**config.mk**
```make
export PLATFORM = sky130hd
export DESIGN_NAME = dashed_thick_line_rasterizer
export DESIGN_NICKNAME = d
export VERILOG_FILES = /design/src/hw/rtl/dtlr_pkg.sv /design/src/hw/rtl/dtlr_ctrl.sv /design/src/hw/rtl/dtlr_datapath.sv /design/src/hw/rtl/dashed_thick_line_rasterizer.sv
export SDC_FILE = /design/constraint.sdc
export NUM_CORES = 1
export LEC_CHECK = 0
export ABC_AREA = 0
export BUFFER_PORTS_ARGS = -buffer_cell sky130_fd_sc_hd__buf_2
export CAP_MARGIN = 20
export CORE_UTILIZATION = 35
export DETAILED_ROUTE_END_ITERATION = 16
export PLACE_DENSITY = 0.61
export SLEW_MARGIN = 20
export SYNTH_ARGS = -nofsm -noshare
export SYNTH_HDL_FRONTEND = slang
export SYNTH_HIERARCHICAL = 1
export SYNTH_SLANG_ARGS = --single-unit
```
**constraint.sdc**
```tcl
create_clock -name clk -period 5 [get_ports clk]
set_input_delay 0.75 -clock clk [delete_from_list [all_inputs] [get_ports clk]]
set_output_delay 0.75 -clock clk [all_outputs]
set_load 0.005 [all_outputs]
```
**src/hw/rtl/dtlr_pkg.sv**
```systemverilog
`timescale 1ns / 1ps
// ----------------------------------------------------------------------------
// dtlr_pkg
// Shared types and constants for the dashed thick line rasterizer.
// ----------------------------------------------------------------------------
package dtlr_pkg;

  localparam int COORD_BITS_DEF = 12;
  localparam int MAX_PEN_DEF    = 8;

  // dash pattern: three points on, three points off
  localparam int DASH_PERIOD = 6;
  localparam int DASH_ON     = 3;
  localparam int DASH_W      = 3;

  // request kinds carried on in_tuser
  localparam logic REQ_START = 1'b0;
  localparam logic REQ_STEP  = 1'b1;

  typedef enum logic {
    S_IDLE,
    S_EMIT
  } state_t;

  typedef struct packed {
    logic load_line;
    logic begin_step;
    logic next_pix;
    logic finish_step;
  } cmd_t;

  typedef struct packed {
    logic pix_last;
  } status_t;

endpackage

```
**src/hw/rtl/dtlr_ctrl.sv**
```systemverilog
`timescale 1ns / 1ps
// ----------------------------------------------------------------------------
// dtlr_ctrl
// Handshake controller: accepts requests, walks the result transactions and
// issues commands to the datapath.
// ----------------------------------------------------------------------------
module dtlr_ctrl (
  input  logic              clk,
  input  logic              rst_n,
  input  logic              in_tvalid,
  input  logic              req_type,
  output logic              in_tready,
  output logic              out_tvalid,
  input  logic              out_tready,
  input  dtlr_pkg::status_t status,
  output dtlr_pkg::cmd_t    cmd
);
  import dtlr_pkg::*;

  state_t state_r;
  state_t state_nxt;

  always_ff @(posedge clk) begin
    if (!rst_n) begin
      state_r <= S_IDLE;
    end else begin
      state_r <= state_nxt;
    end
  end

  always_comb begin
    state_nxt = state_r;
    unique case (state_r)
      S_IDLE: begin
        if (in_tvalid && (req_type == REQ_STEP)) begin
          state_nxt = S_EMIT;
        end
      end
      S_EMIT: begin
        if (out_tready && status.pix_last) begin
          state_nxt = S_IDLE;
        end
      end
      default: state_nxt = S_IDLE;
    endcase
  end

  always_comb begin
    cmd        = '0;
    in_tready  = 1'b0;
    out_tvalid = 1'b0;
    unique case (state_r)
      S_IDLE: begin
        in_tready = 1'b1;
        if (in_tvalid) begin
          if (req_type == REQ_START) begin
            cmd.load_line = 1'b1;
          end else begin
            cmd.begin_step = 1'b1;
          end
        end
      end
      S_EMIT: begin
        out_tvalid = 1'b1;
        if (out_tready) begin
          if (status.pix_last) begin
            cmd.finish_step = 1'b1;
          end else begin
            cmd.next_pix = 1'b1;
          end
        end
      end
      default: begin
        cmd = '0;
      end
    endcase
  end

endmodule

```
**src/hw/rtl/dtlr_datapath.sv**
```systemverilog
`timescale 1ns / 1ps
// ----------------------------------------------------------------------------
// dtlr_datapath
// Line state, Bresenham stepping, dash phase and pen square walk, with the
// result payload held in output registers.
// ----------------------------------------------------------------------------
module dtlr_datapath #(
  parameter int COORD_BITS = dtlr_pkg::COORD_BITS_DEF,
  parameter int MAX_PEN    = dtlr_pkg::MAX_PEN_DEF
) (
  input  logic                  clk,
  input  logic                  rst_n,
  input  dtlr_pkg::cmd_t        cmd,
  output dtlr_pkg::status_t     status,
  input  logic [COORD_BITS-1:0] start_x,
  input  logic [COORD_BITS-1:0] start_y,
  input  logic [COORD_BITS-1:0] end_x,
  input  logic [COORD_BITS-1:0] end_y,
  input  logic [1:0]            ink,
  input  logic [3:0]            pen_size,
  input  logic                  dashed,
  output logic [COORD_BITS:0]   pixel_x,
  output logic [COORD_BITS:0]   pixel_y,
  output logic [1:0]            pixel_ink,
  output logic                  write_enable,
  output logic                  pix_last,
  output logic                  line_done
);
  import dtlr_pkg::*;

  localparam int OFF_W = (MAX_PEN > 1) ? $clog2(MAX_PEN) : 1;
  localparam int ERR_W = COORD_BITS + 2;
  localparam int PIX_W = COORD_BITS + 1;

  // line state
  logic [COORD_BITS-1:0] cur_x_r, cur_y_r, goal_x_r, goal_y_r;
  logic [COORD_BITS-1:0] span_x_r, span_y_r;
  logic signed [ERR_W-1:0] err_r;
  logic                  step_x_neg_r, step_y_neg_r;
  logic [DASH_W-1:0]     dash_phase_r;
  logic [1:0]            line_ink_r;
  logic [OFF_W-1:0]      pen_m1_r;
  logic                  line_dashed_r;
  logic                  active_r;

  // per-step state
  logic                  step_live_r;
  logic                  at_end_r;
  logic [OFF_W-1:0]      dx_r, dy_r;

  // result registers
  logic [PIX_W-1:0]      out_x_r, out_y_r;
  logic [1:0]            out_ink_r;
  logic                  out_we_r, out_last_r, out_done_r;

  logic                  at_end;
  logic                  draw;
  logic [OFF_W-1:0]      pen_m1_in;
  logic [COORD_BITS-1:0] span_x_in, span_y_in;
  logic signed [ERR_W-1:0] err_in;
  logic [OFF_W-1:0]      dx_nxt, dy_nxt;
  logic                  last_nxt;
  logic signed [ERR_W:0] e2, sx_e, sy_e, e_a, e_b;
  logic                  mv_x, mv_y;
  logic signed [ERR_W-1:0] err_nxt;
  logic [DASH_W-1:0]     dash_nxt;

  assign at_end = (cur_x_r == goal_x_r) && (cur_y_r == goal_y_r);
  assign draw   = !line_dashed_r || (dash_phase_r < DASH_W'(DASH_ON));

  // pen size clamp to 1..MAX_PEN, kept as size minus one
  always_comb begin
    if (pen_size == 4'd0) begin
      pen_m1_in = '0;
    end else if (pen_size > 4'(MAX_PEN)) begin
      pen_m1_in = OFF_W'(MAX_PEN - 1);
    end else begin
      pen_m1_in = OFF_W'(pen_size - 4'd1);
    end
  end

  assign span_x_in = (end_x > start_x) ? (end_x - start_x) : (start_x - end_x);
  assign span_y_in = (end_y > start_y) ? (end_y - start_y) : (start_y - end_y);
  assign err_in    = signed'({2'b00, span_x_in}) - signed'({2'b00, span_y_in});

  // pen square walk, x fastest
  always_comb begin
    if (dx_r == pen_m1_r) begin
      dx_nxt = '0;
      dy_nxt = dy_r + OFF_W'(1);
    end else begin
      dx_nxt = dx_r + OFF_W'(1);
      dy_nxt = dy_r;
    end
  end
  assign last_nxt = (dx_nxt == pen_m1_r) && (dy_nxt == pen_m1_r);

  // one Bresenham step
  assign e2   = {err_r, 1'b0};
  assign sx_e = signed'({3'b000, span_x_r});
  assign sy_e = signed'({3'b000, span_y_r});
  assign mv_x = (e2 >= -sy_e);
  assign mv_y = (e2 <= sx_e);
  assign e_a  = {err_r[ERR_W-1], err_r} - (mv_x ? sy_e : '0);
  assign e_b  = e_a + (mv_y ? sx_e : '0);
  assign err_nxt = e_b[ERR_W-1:0];

  assign dash_nxt = (dash_phase_r >= DASH_W'(DASH_PERIOD - 1)) ? '0
                                                               : dash_phase_r + DASH_W'(1);

  always_ff @(posedge clk) begin
    if (!rst_n) begin
      cur_x_r       <= '0;
      cur_y_r       <= '0;
      goal_x_r      <= '0;
      goal_y_r      <= '0;
      span_x_r      <= '0;
      span_y_r      <= '0;
      err_r         <= '0;
      step_x_neg_r  <= 1'b0;
      step_y_neg_r  <= 1'b0;
      dash_phase_r  <= '0;
      line_ink_r    <= '0;
      pen_m1_r      <= '0;
      line_dashed_r <= 1'b0;
      active_r      <= 1'b0;
      step_live_r   <= 1'b0;
      at_end_r      <= 1'b0;
      dx_r          <= '0;
      dy_r          <= '0;
    end else begin
      priority if (cmd.load_line) begin
        cur_x_r       <= start_x;
        cur_y_r       <= start_y;
        goal_x_r      <= end_x;
        goal_y_r      <= end_y;
        span_x_r      <= span_x_in;
        span_y_r      <= span_y_in;
        step_x_neg_r  <= !(start_x < end_x);
        step_y_neg_r  <= !(start_y < end_y);
        err_r         <= err_in;
        pen_m1_r      <= pen_m1_in;
        line_ink_r    <= ink;
        line_dashed_r <= dashed;
        dash_phase_r  <= '0;
        active_r      <= 1'b1;
      end else if (cmd.begin_step) begin
        step_live_r <= active_r;
        at_end_r    <= at_end;
        dx_r        <= '0;
        dy_r        <= '0;
      end else if (cmd.next_pix) begin
        dx_r <= dx_nxt;
        dy_r <= dy_nxt;
      end else if (cmd.finish_step) begin
        if (step_live_r) begin
          dash_phase_r <= dash_nxt;
          if (at_end_r) begin
            active_r <= 1'b0;
          end else begin
            err_r <= err_nxt;
            if (mv_x) begin
              cur_x_r <= step_x_neg_r ? cur_x_r - COORD_BITS'(1) : cur_x_r + COORD_BITS'(1);
            end
            if (mv_y) begin
              cur_y_r <= step_y_neg_r ? cur_y_r - COORD_BITS'(1) : cur_y_r + COORD_BITS'(1);
            end
          end
        end
      end else begin
        step_live_r <= step_live_r;
      end
    end
  end

  // result payload
  always_ff @(posedge clk) begin
    if (cmd.begin_step) begin
      if (!active_r) begin
        out_x_r    <= '0;
        out_y_r    <= '0;
        out_ink_r  <= '0;
        out_we_r   <= 1'b0;
        out_last_r <= 1'b1;
        out_done_r <= 1'b1;
      end else if (draw) begin
        out_x_r    <= {1'b0, cur_x_r};
        out_y_r    <= {1'b0, cur_y_r};
        out_ink_r  <= line_ink_r;
        out_we_r   <= 1'b1;
        out_last_r <= (pen_m1_r == '0);
        out_done_r <= (pen_m1_r == '0) && at_end;
      end else begin
        // skipped dash point
        out_x_r    <= {1'b0, cur_x_r};
        out_y_r    <= {1'b0, cur_y_r};
        out_ink_r  <= line_ink_r;
        out_we_r   <= 1'b0;
        out_last_r <= 1'b1;
        out_done_r <= at_end;
      end
    end else if (cmd.next_pix) begin
      out_x_r    <= {1'b0, cur_x_r} + PIX_W'(dx_nxt);
      out_y_r    <= {1'b0, cur_y_r} + PIX_W'(dy_nxt);
      out_last_r <= last_nxt;
      out_done_r <= last_nxt && at_end_r;
    end
  end

  assign pixel_x         = out_x_r;
  assign pixel_y         = out_y_r;
  assign pixel_ink       = out_ink_r;
  assign write_enable    = out_we_r;
  assign pix_last        = out_last_r;
  assign line_done       = out_done_r;
  assign status.pix_last = out_last_r;

endmodule

```
**src/hw/rtl/dashed_thick_line_rasterizer.sv**
```systemverilog
`timescale 1ns / 1ps
// ----------------------------------------------------------------------------
// dashed_thick_line_rasterizer
// Bresenham line generator with square pen and optional dash pattern.
// ----------------------------------------------------------------------------
// Input stream: in_tuser selects the request. A start transaction loads the
// endpoints, ink, pen size and dash style and produces no result.
// A step transaction emits the pixel writes of the current line point
// and then advances the point one Bresenham step.
// Result stream: one transaction per pixel write, pen rows top to bottom,
// x fastest; tlast marks the final result of a step, out_tuser carries the
// write flag and the line-done flag. A skipped dash point or a step with no
// line loaded gives a single result with the write flag low.
// Latency: the first result is valid in the cycle after the step is taken.
// Throughput: one result per cycle while the receiver is ready; a drawn step
// gives one result per pen square pixel, walked by the pen walk counter.
// A step is worked on alone: in_tready is low until its last result is taken.
// A stalled receiver simply holds the current result and the walk.
// Reset leaves no line loaded, pen size one, solid style.
// ----------------------------------------------------------------------------
module dashed_thick_line_rasterizer #(
  parameter int COORD_BITS = dtlr_pkg::COORD_BITS_DEF,
  parameter int MAX_PEN    = dtlr_pkg::MAX_PEN_DEF,
  parameter int IN_W       = ((4 * COORD_BITS + 7 + 7) / 8) * 8,
  parameter int OUT_W      = ((2 * (COORD_BITS + 1) + 2 + 7) / 8) * 8
) (
  input  logic             clk,
  input  logic             rst_n,
  input  logic             in_tvalid,
  output logic             in_tready,
  // start_x, start_y, end_x, end_y, ink, pen_size, dashed, zero pad
  input  logic [IN_W-1:0]  in_tdata,
  // req_type
  input  logic [0:0]       in_tuser,
  output logic             out_tvalid,
  input  logic             out_tready,
  // pixel_x, pixel_y, pixel_ink, zero pad
  output logic [OUT_W-1:0] out_tdata,
  // write_enable, line_done
  output logic [1:0]       out_tuser,
  output logic             out_tlast
);
  import dtlr_pkg::*;

  localparam int CB = COORD_BITS;

  cmd_t    cmd;
  status_t status;

  logic [CB:0] pixel_x, pixel_y;
  logic [1:0]  pixel_ink;
  logic        write_enable, pix_last, line_done;

  dtlr_ctrl u_ctrl (
    .clk        (clk),
    .rst_n      (rst_n),
    .in_tvalid  (in_tvalid),
    .req_type   (in_tuser[0]),
    .in_tready  (in_tready),
    .out_tvalid (out_tvalid),
    .out_tready (out_tready),
    .status     (status),
    .cmd        (cmd)
  );

  dtlr_datapath #(
    .COORD_BITS (COORD_BITS),
    .MAX_PEN    (MAX_PEN)
  ) u_datapath (
    .clk          (clk),
    .rst_n        (rst_n),
    .cmd          (cmd),
    .status       (status),
    .start_x      (in_tdata[CB-1:0]),
    .start_y      (in_tdata[2*CB-1:CB]),
    .end_x        (in_tdata[3*CB-1:2*CB]),
    .end_y        (in_tdata[4*CB-1:3*CB]),
    .ink          (in_tdata[4*CB+1:4*CB]),
    .pen_size     (in_tdata[4*CB+5:4*CB+2]),
    .dashed       (in_tdata[4*CB+6]),
    .pixel_x      (pixel_x),
    .pixel_y      (pixel_y),
    .pixel_ink    (pixel_ink),
    .write_enable (write_enable),
    .pix_last     (pix_last),
    .line_done    (line_done)
  );

  assign out_tdata = OUT_W'({pixel_ink, pixel_y, pixel_x});
  assign out_tuser = {line_done, write_enable};
  assign out_tlast = pix_last;

endmodule

```
==> out/results.tsv <==
stage	metric	value	unit
routing	via count	10850	
layout	Final Cell Area	0.01449	mm^2
pwr	Gate power share	50.6	%
placement	pre-CTS setup slack	-0.4750	ns
layout	final core occ	44.20	%
logic_synthesis	synthesized flop and latch total	138	
sta	period utilization	104.3	%
cts	Clock Pin Slew Worst Setup and Hold Paths	0.07	ns
layout	max FFs per register	14	
floorplanning	DIE HEIGHT	185.3	um
layout	final std cells w/o fill	2054	
sta	final setup violation count	3	
routing	met3 WL	1828	um
placement	cell count after placement	2018	
setup_path	critical path peak fanout	3	
sta	slew margin rel.	34.22	%
placement	IO buf count	92	
sta	Max Clk Rate	191.8	MHz
routing	drc violations	0	
setup_path	Worst EP required	5.32	ns
layout	commonest non-fill, non-tap cells in the layout	141 x inv_1, 131 x buf_4, 125 x nor2_1, 122 x ha_1, 105 x dfxtp_1	
pwr	leakage power	6.654	nW
floorplanning	Die X	185.3	um
setup_path	R2R depth	21	
cts	CTS tree	built	
global_routing	Congestion Overflow GR	0	
routing	WL final	34860	um
layout	Reg with most FFs	u_datapath/err_r	
pwr	Psw	0.002040	W
global_routing	initial antenna violation count	2	
global_routing	pin count of the biggest net entering global routing	105	
setup_path	Arr. time, crit path	5.53	ns
routing	mean routed wirelength per cell	16.97	um
setup_path	R2R Setup Slk	-0.21	ns
setup_path	Critical Path End Type	flip-flop	
floorplanning	Die Area	0.03435	mm^2
run	total of max-cap violations	0	
pwr	Pwr Density	362.8	mW/mm^2
global_routing	first-pass GRT wire length	54780	um
layout	commonest non-fill, non-tap cell in the layout	inv_1	
layout	final net count	1813	
logic_synthesis	post-synthesis cell area	0.01176	mm^2
hold_path	Hold Path Depth	2	
hold_path	hold path startpoint	u_datapath/line_ink_r[0]$_SDFFE_PN0P_	
logic_synthesis	commonest register cell after synthesis	dfxtp_1	
layout	FF+latch area	0.003075	mm^2
sta	setup ws final	-0.2137	ns
sta	RSZ-0062 raised after global routing	yes	
cts	worst skew pair latency	0.43	ns
logic_synthesis	Syn Inst Count	1411	
cts	Longest Clk Path Bufs	2	
cts	clock sinks	138	
routing	Post-Route M1 WL	16310	um
placement	Cell Area, Placed	0.01358	mm^2
sta	Slew Viols, Final	0	
pwr	Seq pwr share	25.2	%
sta	final count of hold timing violations	0	
floorplanning	Core Box Area	0.03278	mm^2
setup_path	CP startpoint kind	flip-flop	
cts	# hold bufs at CTS	0	
pwr	Pint	0.003218	W
routing	Initial DRT Pass Iterations	6	
sta	fin crit period	5.214	ns
sta	Worst Skew	0.01150	ns
floorplanning	row cnt	66	
logic_synthesis	asr flop ratio synth	0	%
sta	pin slew with the least headroom to its limit	0.9777	ns
global_routing	GR Util All Layers	20.62	%
outcome	run status	complete, but fails checks	
floorplanning	starting density of the core	35.88	%
cts	Root Driver	clkbuf_16	
global_routing	vias in the first global route	10320	
routing	routed wl met2	15930	um
routing	DR iter-0 viols	770	
routing	Top Metal Used	met5	
cts	Num CTS Buffers	17	
layout	share of cells above drive strength 1	21.28	%
routing	antenna-violating nets left	0	
placement	detailed placement HPWL	26960	um
layout	Area growth syn-to-layout	23.19	%
outcome	failing checks	setup timing	
hold_path	end of the worst hold path	u_datapath/line_ink_r[0]$_SDFFE_PN0P_	
placement	GPL Wtd Cong	0.9017	
pwr	clock power share	24.2	%
pwr	switching share of power	38.80	%
pwr	Peak VDD IR	0.2387	mV
logic_synthesis	register area share after synthesis	26.12	%
layout	fillcell total	3242	
layout	multi-input logic area	0.008237	mm^2
sta	hold slack	0.4946	ns
logic_synthesis	yosys warns	6	
floorplanning	IO Count	98	
logic_synthesis	Avg Cell Area, Syn	8.337	um^2
setup_path	RR Startpoint	u_datapath/span_y_r[2]$_SDFFE_PN0P_	
cts	H-tree depth	4	
logic_synthesis	Post-synth EDFFs	31	
hold_path	Hold Crit Class	reg2reg	
logic_synthesis	Yosys cell types	79	
setup_path	Setup Crit Path Kind	reg2reg	
routing	drt via density	5.284	
setup_path	worst r2r dst	u_datapath/err_r[11]$_SDFFE_PN0P_	
layout	diode count	0	
==> critical path: stages (launching register included) <==
cell and delay, ns:
dfxtp_2 0.32, or4_4 0.55, buf_4 0.15, nor2_1 0.11
xor2_1 0.08, ha_1 0.20, or3_1 0.36, a221oi_1 0.29
o2bb2ai_2 0.15, mux2_4 0.35, and2_4 0.15, fa_2 0.61
inv_2 0.05, ha_4 0.20, a21o_1 0.18, a21oi_4 0.17
o21ai_2 0.11, and3_4 0.21, o32ai_2 0.28, xor2_1 0.24
o21ai_1 0.09, o2111a_1 0.25
==> synthesized netlist by cell type (10+ instances only) <==
| cell | number | area, um^2 |
|---|---|---|
| a21o_1 | 35 | 262.8 |
| inv_1 | 147 | 551.8 |
| o31ai_1 | 12 | 90.09 |
| a211oi_1 | 33 | 247.7 |
| nor2_1 | 130 | 488.0 |
| and3_1 | 15 | 93.84 |
| a31oi_1 | 10 | 62.56 |
| nor2b_1 | 18 | 112.6 |
| xnor2_1 | 55 | 481.7 |
| dfxtp_1 | 107 | 2142 |
| mux2i_1 | 52 | 520.5 |
| xor2_1 | 39 | 341.6 |
| nand3_1 | 31 | 155.2 |
| nor3_1 | 23 | 115.1 |
| nand4_1 | 11 | 68.82 |
| edfxtp_1 | 31 | 930.9 |
| nand2b_1 | 14 | 87.58 |
| fa_1 | 21 | 420.4 |
| o21ai_0 | 75 | 375.4 |
| ha_1 | 132 | 1652 |
| a21oi_1 | 89 | 445.4 |
| nand2_1 | 88 | 330.3 |
| clkbuf_1 | 40 | 150.1 |
| o211ai_1 | 11 | 82.58 |
| and2_1 | 24 | 150.1 |
==> timing repair <==
item,4_1_cts,5_1_grt
pin swaps,25,21
endpoints found under the setup margin,9,11
setup buffers,5,4
gates cloned,0,0
gates resized for setup,20,49
==> per-stage QoR <==
| stage | total power (W) | setup TNS (ns) |
|---|---|---|
| after CTS | 0.005049 | -1.096 |
| after floorplan | 0.002854 | -0.1584 |
| after detailed placement | 0.003652 | -2.735 |
| final | 0.005258 | -0.6061 |
| after global placement | 0.003611 | -1.695 |
| after global routing | 0.005616 | -1.645 |
==> layer usage <==
layer,track usage [%],vias up
li1,-,5360
met1,28.18,5148
met2,32.96,297
met3,3.008,47
met4,6.975,2
met5,0,-
==> power groups by stage <==
stage	Sequential [W]	Clock [W]	Combinational [W]
2_1_floorplan	0.00132	0	0.00154
3_3_place_gp	0.00134	0	0.00227
3_5_place_dp	0.00135	0	0.00231
4_1_cts	0.00132	0.00131	0.00242
5_1_grt	0.00133	0.00134	0.00294
6_report	0.00132	0.00127	0.00266
==> how the worst max path moves through the flow <==
stage | slack, ns | start | end | cells after the start
after floorplan | -0.15 | u_datapath/span_y_r[5]$_SDFFE_PN0P_ | u_datapath/err_r[12]$_SDFFE_PN0P_ | 26
after detailed placement | -0.48 | u_datapath/span_y_r[5]$_SDFFE_PN0P_ | u_datapath/err_r[12]$_SDFFE_PN0P_ | 21
final | -0.21 | u_datapath/span_y_r[2]$_SDFFE_PN0P_ | u_datapath/err_r[11]$_SDFFE_PN0P_ | 21
after CTS | -0.29 | u_datapath/span_y_r[2]$_SDFFE_PN0P_ | u_datapath/err_r[11]$_SDFFE_PN0P_ | 22
after global placement | -0.35 | u_datapath/span_y_r[5]$_SDFFE_PN0P_ | u_datapath/err_r[12]$_SDFFE_PN0P_ | 22
after global routing | -0.43 | u_datapath/span_y_r[2]$_SDFFE_PN0P_ | u_datapath/err_r[12]$_SDFFE_PN0P_ | 23
==> layout make-up <==
class	count	share of cell area [%]
clock inverter	13	1.010
timing repair buffer	226	10.32
sequential	138	21.22
clock buffer	19	2.987
multi-input combinational	1069	56.84
tap	442	3.816
inverter	147	3.808
==> cell families after synthesis <==
family / count (synthesis) / share of synthesized area [%]
AO/OA/AOI/OAI: 357 / 20.29
AND/OR/NAND/NOR: 403 / 16.85
flip-flops: 138 / 26.12
XOR/XNOR: 95 / 7.137
multiplexers: 56 / 4.807
adder cells (fa/ha/maj): 154 / 17.70
other: 1 / 0.03188
buffers and inverters: 207 / 7.062
No activity file was read; power rests on OpenSTA's default activity.
